===== src/sv/vm16_pkg.sv =====
// shared constants, opcode codes, operand format table and alu result type
// for the vm16 cpu core; no dependencies
package vm16_pkg;

  localparam int unsigned REG_COUNT = 12;
  localparam int unsigned REG_IDX_W = 4;
  localparam int unsigned MEM_BYTES = 65536;
  localparam int unsigned MEM_AW    = $clog2(MEM_BYTES);

  localparam logic [REG_IDX_W-1:0] R_IP  = 4'd0;
  localparam logic [REG_IDX_W-1:0] R_ACC = 4'd1;
  localparam logic [REG_IDX_W-1:0] R_R1  = 4'd2;
  localparam logic [REG_IDX_W-1:0] R_R8  = 4'd9;
  localparam logic [REG_IDX_W-1:0] R_SP  = 4'd10;
  localparam logic [REG_IDX_W-1:0] R_FP  = 4'd11;
  localparam logic [15:0] RESET_SP = 16'hffff - 16'd1;

  localparam logic [1:0] CMD_WR   = 2'd0;
  localparam logic [1:0] CMD_STEP = 2'd1;
  localparam logic [1:0] CMD_RD   = 2'd2;
  localparam logic [1:0] CMD_REG  = 2'd3;

  localparam logic [7:0] OP_MOV_LR  = 8'd0;
  localparam logic [7:0] OP_MOV_RR  = 8'd1;
  localparam logic [7:0] OP_MOV_RM  = 8'd2;
  localparam logic [7:0] OP_MOV_MR  = 8'd3;
  localparam logic [7:0] OP_MOV_LM  = 8'd4;
  localparam logic [7:0] OP_MOV_PR  = 8'd5;
  localparam logic [7:0] OP_MOV_OR  = 8'd6;
  localparam logic [7:0] OP_ADD_RR  = 8'd7;
  localparam logic [7:0] OP_ADD_LR  = 8'd8;
  localparam logic [7:0] OP_SUB_LR  = 8'd9;
  localparam logic [7:0] OP_SUB_RL  = 8'd10;
  localparam logic [7:0] OP_SUB_RR  = 8'd11;
  localparam logic [7:0] OP_MUL_LR  = 8'd12;
  localparam logic [7:0] OP_MUL_RR  = 8'd13;
  localparam logic [7:0] OP_INC     = 8'd14;
  localparam logic [7:0] OP_DEC     = 8'd15;
  localparam logic [7:0] OP_LSF_RL  = 8'd16;
  localparam logic [7:0] OP_LSF_RR  = 8'd17;
  localparam logic [7:0] OP_RSF_RL  = 8'd18;
  localparam logic [7:0] OP_RSF_RR  = 8'd19;
  localparam logic [7:0] OP_AND_RL  = 8'd20;
  localparam logic [7:0] OP_AND_RR  = 8'd21;
  localparam logic [7:0] OP_OR_RL   = 8'd22;
  localparam logic [7:0] OP_OR_RR   = 8'd23;
  localparam logic [7:0] OP_XOR_RL  = 8'd24;
  localparam logic [7:0] OP_XOR_RR  = 8'd25;
  localparam logic [7:0] OP_NOT     = 8'd26;
  localparam logic [7:0] OP_JNE_LIT = 8'd27;
  localparam logic [7:0] OP_JNE_REG = 8'd28;
  localparam logic [7:0] OP_JEQ_LIT = 8'd29;
  localparam logic [7:0] OP_JEQ_REG = 8'd30;
  localparam logic [7:0] OP_JLT_LIT = 8'd31;
  localparam logic [7:0] OP_JLT_REG = 8'd32;
  localparam logic [7:0] OP_JGT_LIT = 8'd33;
  localparam logic [7:0] OP_JGT_REG = 8'd34;
  localparam logic [7:0] OP_JLE_LIT = 8'd35;
  localparam logic [7:0] OP_JLE_REG = 8'd36;
  localparam logic [7:0] OP_JGE_LIT = 8'd37;
  localparam logic [7:0] OP_JGE_REG = 8'd38;
  localparam logic [7:0] OP_PSH_LIT = 8'd39;
  localparam logic [7:0] OP_PSH_REG = 8'd40;
  localparam logic [7:0] OP_POP     = 8'd41;
  localparam logic [7:0] OP_CAL_LIT = 8'd42;
  localparam logic [7:0] OP_CAL_REG = 8'd43;
  localparam logic [7:0] OP_RET     = 8'd44;
  localparam logic [7:0] OP_HLT     = 8'd45;

  typedef struct packed {
    logic       known;
    logic       first_w;
    logic       has_a;
    logic       has_b;
    logic [2:0] len;
  } op_fmt_t;

  typedef struct packed {
    logic [15:0] value;
    logic        wr_acc;
    logic        wr_a;
    logic        wr_b;
    logic        jump;
  } alu_res_t;

  function automatic op_fmt_t fmt_of(input logic [7:0] op);
    op_fmt_t f;
    f = '{known: 1'b1, first_w: 1'b0, has_a: 1'b0, has_b: 1'b0, len: 3'd0};
    unique case (op)
      OP_MOV_RR, OP_MOV_PR, OP_ADD_RR, OP_SUB_RR, OP_MUL_RR, OP_LSF_RR,
      OP_RSF_RR, OP_AND_RR, OP_OR_RR, OP_XOR_RR: begin
        f.has_a = 1'b1; f.has_b = 1'b1; f.len = 3'd2;
      end
      OP_MOV_RM, OP_SUB_RL, OP_LSF_RL, OP_RSF_RL, OP_AND_RL, OP_OR_RL,
      OP_XOR_RL, OP_JNE_REG, OP_JEQ_REG, OP_JLT_REG, OP_JGT_REG,
      OP_JLE_REG, OP_JGE_REG: begin
        f.has_a = 1'b1; f.len = 3'd3;
      end
      OP_MOV_LR, OP_MOV_MR, OP_ADD_LR, OP_SUB_LR, OP_MUL_LR: begin
        f.first_w = 1'b1; f.has_a = 1'b1; f.len = 3'd3;
      end
      OP_MOV_LM, OP_JNE_LIT, OP_JEQ_LIT, OP_JLT_LIT, OP_JGT_LIT,
      OP_JLE_LIT, OP_JGE_LIT: begin
        f.first_w = 1'b1; f.len = 3'd4;
      end
      OP_MOV_OR: begin
        f.first_w = 1'b1; f.has_a = 1'b1; f.has_b = 1'b1; f.len = 3'd4;
      end
      OP_INC, OP_DEC, OP_NOT, OP_PSH_REG, OP_POP, OP_CAL_REG: begin
        f.has_a = 1'b1; f.len = 3'd1;
      end
      OP_PSH_LIT, OP_CAL_LIT: begin
        f.first_w = 1'b1; f.len = 3'd2;
      end
      OP_RET, OP_HLT: f.len = 3'd0;
      default: f.known = 1'b0;
    endcase
    return f;
  endfunction

endpackage


===== src/sv/vm16_alu.sv =====
// register and accumulator arithmetic, shifts, logic and jump conditions
// depends on vm16_pkg
module vm16_alu (
  input  logic [7:0]          op,
  input  logic [15:0]         opa,
  input  logic [15:0]         opb,
  input  logic [15:0]         lit,
  input  logic [15:0]         acc,
  output vm16_pkg::alu_res_t  res
);
  import vm16_pkg::*;

  localparam logic [2:0] CC_NE = 3'd0;
  localparam logic [2:0] CC_EQ = 3'd1;
  localparam logic [2:0] CC_LT = 3'd2;
  localparam logic [2:0] CC_GT = 3'd3;
  localparam logic [2:0] CC_LE = 3'd4;

  logic [31:0] prod;
  logic [15:0] mul_x;
  logic [15:0] sh_amt;
  logic [15:0] shl_v;
  logic [15:0] shr_v;
  logic [7:0]  jrel;
  logic [2:0]  cc;
  logic [15:0] jv;
  logic        cond;

  always_comb begin
    mul_x = (op == OP_MUL_LR) ? lit : opb;
    prod  = mul_x * opa;
    sh_amt = (op == OP_LSF_RL || op == OP_RSF_RL) ? lit : opb;
    shl_v = (sh_amt >= 16'd16) ? 16'd0 : (opa << sh_amt[3:0]);
    shr_v = (sh_amt >= 16'd16) ? 16'd0 : (opa >> sh_amt[3:0]);
    jrel  = op - OP_JNE_LIT;
    cc    = jrel[3:1];
    jv    = jrel[0] ? opa : lit;
    unique case (cc)
      CC_NE:   cond = jv != acc;
      CC_EQ:   cond = jv == acc;
      CC_LT:   cond = jv < acc;
      CC_GT:   cond = jv > acc;
      CC_LE:   cond = jv <= acc;
      default: cond = jv >= acc;
    endcase
  end

  always_comb begin
    res = '0;
    unique case (op)
      OP_MOV_LR: begin res.value = lit; res.wr_a = 1'b1; end
      OP_MOV_RR: begin res.value = opa; res.wr_b = 1'b1; end
      OP_ADD_RR: begin res.value = opa + opb; res.wr_acc = 1'b1; end
      OP_ADD_LR: begin res.value = lit + opa; res.wr_acc = 1'b1; end
      OP_SUB_LR: begin res.value = opa - lit; res.wr_acc = 1'b1; end
      OP_SUB_RL: begin res.value = lit - opa; res.wr_acc = 1'b1; end
      OP_SUB_RR: begin res.value = opa - opb; res.wr_acc = 1'b1; end
      OP_MUL_LR, OP_MUL_RR: begin res.value = prod[15:0]; res.wr_acc = 1'b1; end
      OP_INC: begin res.value = opa + 16'd1; res.wr_a = 1'b1; end
      OP_DEC: begin res.value = opa - 16'd1; res.wr_a = 1'b1; end
      OP_LSF_RL, OP_LSF_RR: begin res.value = shl_v; res.wr_a = 1'b1; end
      OP_RSF_RL, OP_RSF_RR: begin res.value = shr_v; res.wr_a = 1'b1; end
      OP_AND_RL: begin res.value = opa & lit; res.wr_acc = 1'b1; end
      OP_AND_RR: begin res.value = opa & opb; res.wr_acc = 1'b1; end
      OP_OR_RL:  begin res.value = opa | lit; res.wr_acc = 1'b1; end
      OP_OR_RR:  begin res.value = opa | opb; res.wr_acc = 1'b1; end
      OP_XOR_RL: begin res.value = opa ^ lit; res.wr_acc = 1'b1; end
      OP_XOR_RR: begin res.value = opa ^ opb; res.wr_acc = 1'b1; end
      OP_NOT:    begin res.value = ~opa; res.wr_acc = 1'b1; end
      OP_JNE_LIT, OP_JNE_REG, OP_JEQ_LIT, OP_JEQ_REG, OP_JLT_LIT, OP_JLT_REG,
      OP_JGT_LIT, OP_JGT_REG, OP_JLE_LIT, OP_JLE_REG, OP_JGE_LIT,
      OP_JGE_REG: res.jump = cond;
      default: res = '0;
    endcase
  end

endmodule


===== config.mk =====
export PLATFORM = sky130hd
export DESIGN_NAME = vm16_alu
export DESIGN_NICKNAME = d
export VERILOG_FILES = /design/src/sv/vm16_pkg.sv /design/src/sv/vm16_alu.sv
export SDC_FILE = /design/constraint.sdc
export NUM_CORES = 1
export LEC_CHECK = 0
export BUFFER_PORTS_ARGS = -buffer_cell sky130_fd_sc_hd__buf_2
export CAP_MARGIN = 20
export CORE_AREA = 4 4 118 164
export DETAILED_ROUTE_END_ITERATION = 6
export DIE_AREA = 0 0 122 168
export GPL_TIMING_DRIVEN = 0
export PLACE_DENSITY = 0.8
export SYNTH_ARGS = -nofsm -noshare
export SYNTH_HDL_FRONTEND = slang
export SYNTH_SLANG_ARGS = --single-unit

===== constraint.sdc =====
create_clock -name vclk -period 9.9
set_input_delay 1.98 -clock vclk [all_inputs]
set_output_delay 1.98 -clock vclk [all_outputs]
set_load 0.005 [all_outputs]

==> results_dict.tcl <==
set metrics [dict create \
    wl_per_cell_um 27.1 \
    synth_compound_area_share_pct 22.8 \
    hold_class "in -> out" \
    multi_input_area_um2 9670 \
    synth_top_family_by_area "adder cells" \
    synth_nets 1706 \
    synth_area_leaders "fa_1 (16%), ha_1 (12%), nand2_1 (7.1%), mux2i_1 (7.1%), inv_1 (5.8%)" \
    critPathLaunchType "input pin" \
    final_antenna_net_count 0 \
    synth_commonest_cells "nand2_1 (194), inv_1 (158), nor2_1 (128)" \
    synth.distinct_cells 73 \
    required_ps 7920 \
    hpwlAfterDp_um 36400 \
    max_stage_delay_ps 700 \
    synth_largest_area_cell "fa_1" \
    cp_cell_sequence "buf_2 -> clkbuf_1 -> clkinv_1 -> nor2_1 -> fa_1 -> inv_1 -> fa_1 -> inv_1 -> fa_1 -> fa_1 -> inv_1 -> fa_1 -> fa_2 -> xnor2_2 -> xnor2_1 -> xnor2_1 -> xnor3_1 -> xnor3_1 -> xor3_1 -> xnor3_1 -> xnor2_2 -> a211oi_2 -> o211ai_1 -> buf_2" \
    yosysSeqAreaShare_pct 0 \
    antenna_found_initial 1 \
    min_from "op[7]" \
    synth_area_per_cell_um2 7.02 \
    arrival_ps 8860 \
    overflow 0 \
    yosysWarningCount 0 \
    fin_crit_sh_pct 110 \
    crit_fanout 10 \
    num_rows 58 \
    cp_common_cell "fa_1" \
    min_period_ps 10840 \
    synthAdderAreaFrac_pct 28.5 \
    ios 92 \
    die_w_um 122 \
    synth_top_area_share_pct 16.1 \
    hold_violations 0 \
    setup_viol 8 \
    synth-xor-area-share_pct 5.86 \
    fill_cells 1599 \
    core_um2 17900 \
    drc 0 \
    grt_start_max_net_pins 17 \
    via_per_inst 6.86 \
    area_growth_pct 15.3 \
    yosys.area_share.simple_pct 21.6 \
    drv_cap 0 \
    cp-end-kind "primary output" \
    setup_ws_ps -941 \
    max_slew_margin_pct 28.0 \
    syn_inst 1451 \
    critPathKind "in -> out" \
    holdPathEnd "res[0]" \
    track_usage_pct 45.4 \
    drt_wl_total_um 48800 \
    synth.most_common_cell "nand2_1" \
    clock_buffers 0 \
    port_buffers 78 \
    fmax_mhz 92.2 \
    nNetsFinal 1814 \
    place_congestion 1.08 \
    die_h_um 168 \
    vias 12341 \
    cp_top_family "adder cells" \
    slew_violations 0 \
    drive_gt1_share_pct 14.9 \
    dieArea_um2 20500 \
    first_iter_violations 1633 \
    tightest_slew_ps 1070 \
    rsz0062_at_grt "true" \
    ff_latch_area_um2 0 \
    grt_pass1_vias 12100 \
    synth.area.mux_share_pct 10.8 \
    cpMaxStageDelayCell "clkinv_1" \
    hold_path_depth 4 \
    outcome "complete, but fails checks" \
    drtPass1Iterations 6 \
    synth.cell_area_um2 10200 \
    initial_utilization_pct 56.8 \
    violations "negative setup slack" \
    hold_ws_ps 4340 \
    seq_cells 0 \
    crit_buf_inv 7 \
    grt_pass1_wl_um 70500 \
]
## layer usage
layer | track usage, % | routed length (um)
met5 | 0 | 0
met4 | 39.0 | 5810
met1 | 49.6 | 15400
met2 | 71.4 | 21500
met3 | 12.9 | 6050
## layout make-up
class / count / share of cell area, %
Multi-Input combinational cell: 1184 / 82.3
Tap cell: 240 / 2.56
Antenna cell: 2 / 0.0426
Buffer: 102 / 4.13
Timing Repair Buffer: 107 / 5.70
Inverter: 164 / 5.24
## repair_timing
action | in CTS | in global routing
gates resized for setup | 86 | 44
pin swaps | 28 | 38
hold buffers | 0 | 0
setup endpoints to repair | 10 | 9
setup buffers | 22 | 9
## per-stage QoR
stage	setup slack (ps)	util [%]	std cells	area, um2	setup TNS, ps
final	-941	65.5	1799	11700	-4040
after global routing	-1070	65.5	1797	11700	-4960
after CTS	-872	64.2	1790	11500	-3460
after detailed placement	-1540	60.8	1769	10900	-8940
after global placement	-1570	60.8	1769	10900	-8390
after floorplan	-191	-	1451	10200	-191
## worst max-delay path by stage
stage,startpoint,end,slack (ps),cells past startpoint
4_1_cts,op[6],res[19],-870,27
2_1_floorplan,op[2],res[19],-190,26
6_report,opa[5],res[19],-940,24
5_1_grt,op[6],res[19],-1070,26
3_5_place_dp,op[0],res[19],-1540,29
3_3_place_gp,op[0],res[19],-1570,29
## cell families (layout without fill, tap and decap cells)
| kind of cell | count (synthesis) | after routing |
|---|---|---|
| muxes | 97 | 97 |
| AOI/OAI and AO/OA | 357 | 357 |
| and+or+nand+nor | 487 | 487 |
| xor gates and xnor gates | 60 | 60 |
| other | 0 | 2 |
| adders and majority gates | 183 | 183 |
| buffers and inverters | 267 | 373 |
## cells in the final DEF, fill, tap and decap left out, drive strengths merged, types with 4 or more instances in the layout
cell / count
o21a: 10
o211ai: 16
or2: 8
o311ai: 10
mux4: 8
and3: 11
ha: 101
xor2: 13
nand2b: 12
a221oi: 10
xnor2: 42
a31oi: 16
o31ai: 4
clkbuf: 88
mux2i: 77
a22o: 4
or3: 12
a21o: 10
nand2: 194
o21ai: 110
nor2b: 9
nand3: 31
mux2: 12
nor3: 35
a222oi: 5
o2111ai: 8
a21oi: 74
buf: 121
nor4: 6
fa: 82
and2: 22
a211oi: 18
clkinv: 5
o221ai: 20
inv: 159
nor2: 128
a22oi: 6
o21bai: 6
nand4: 6
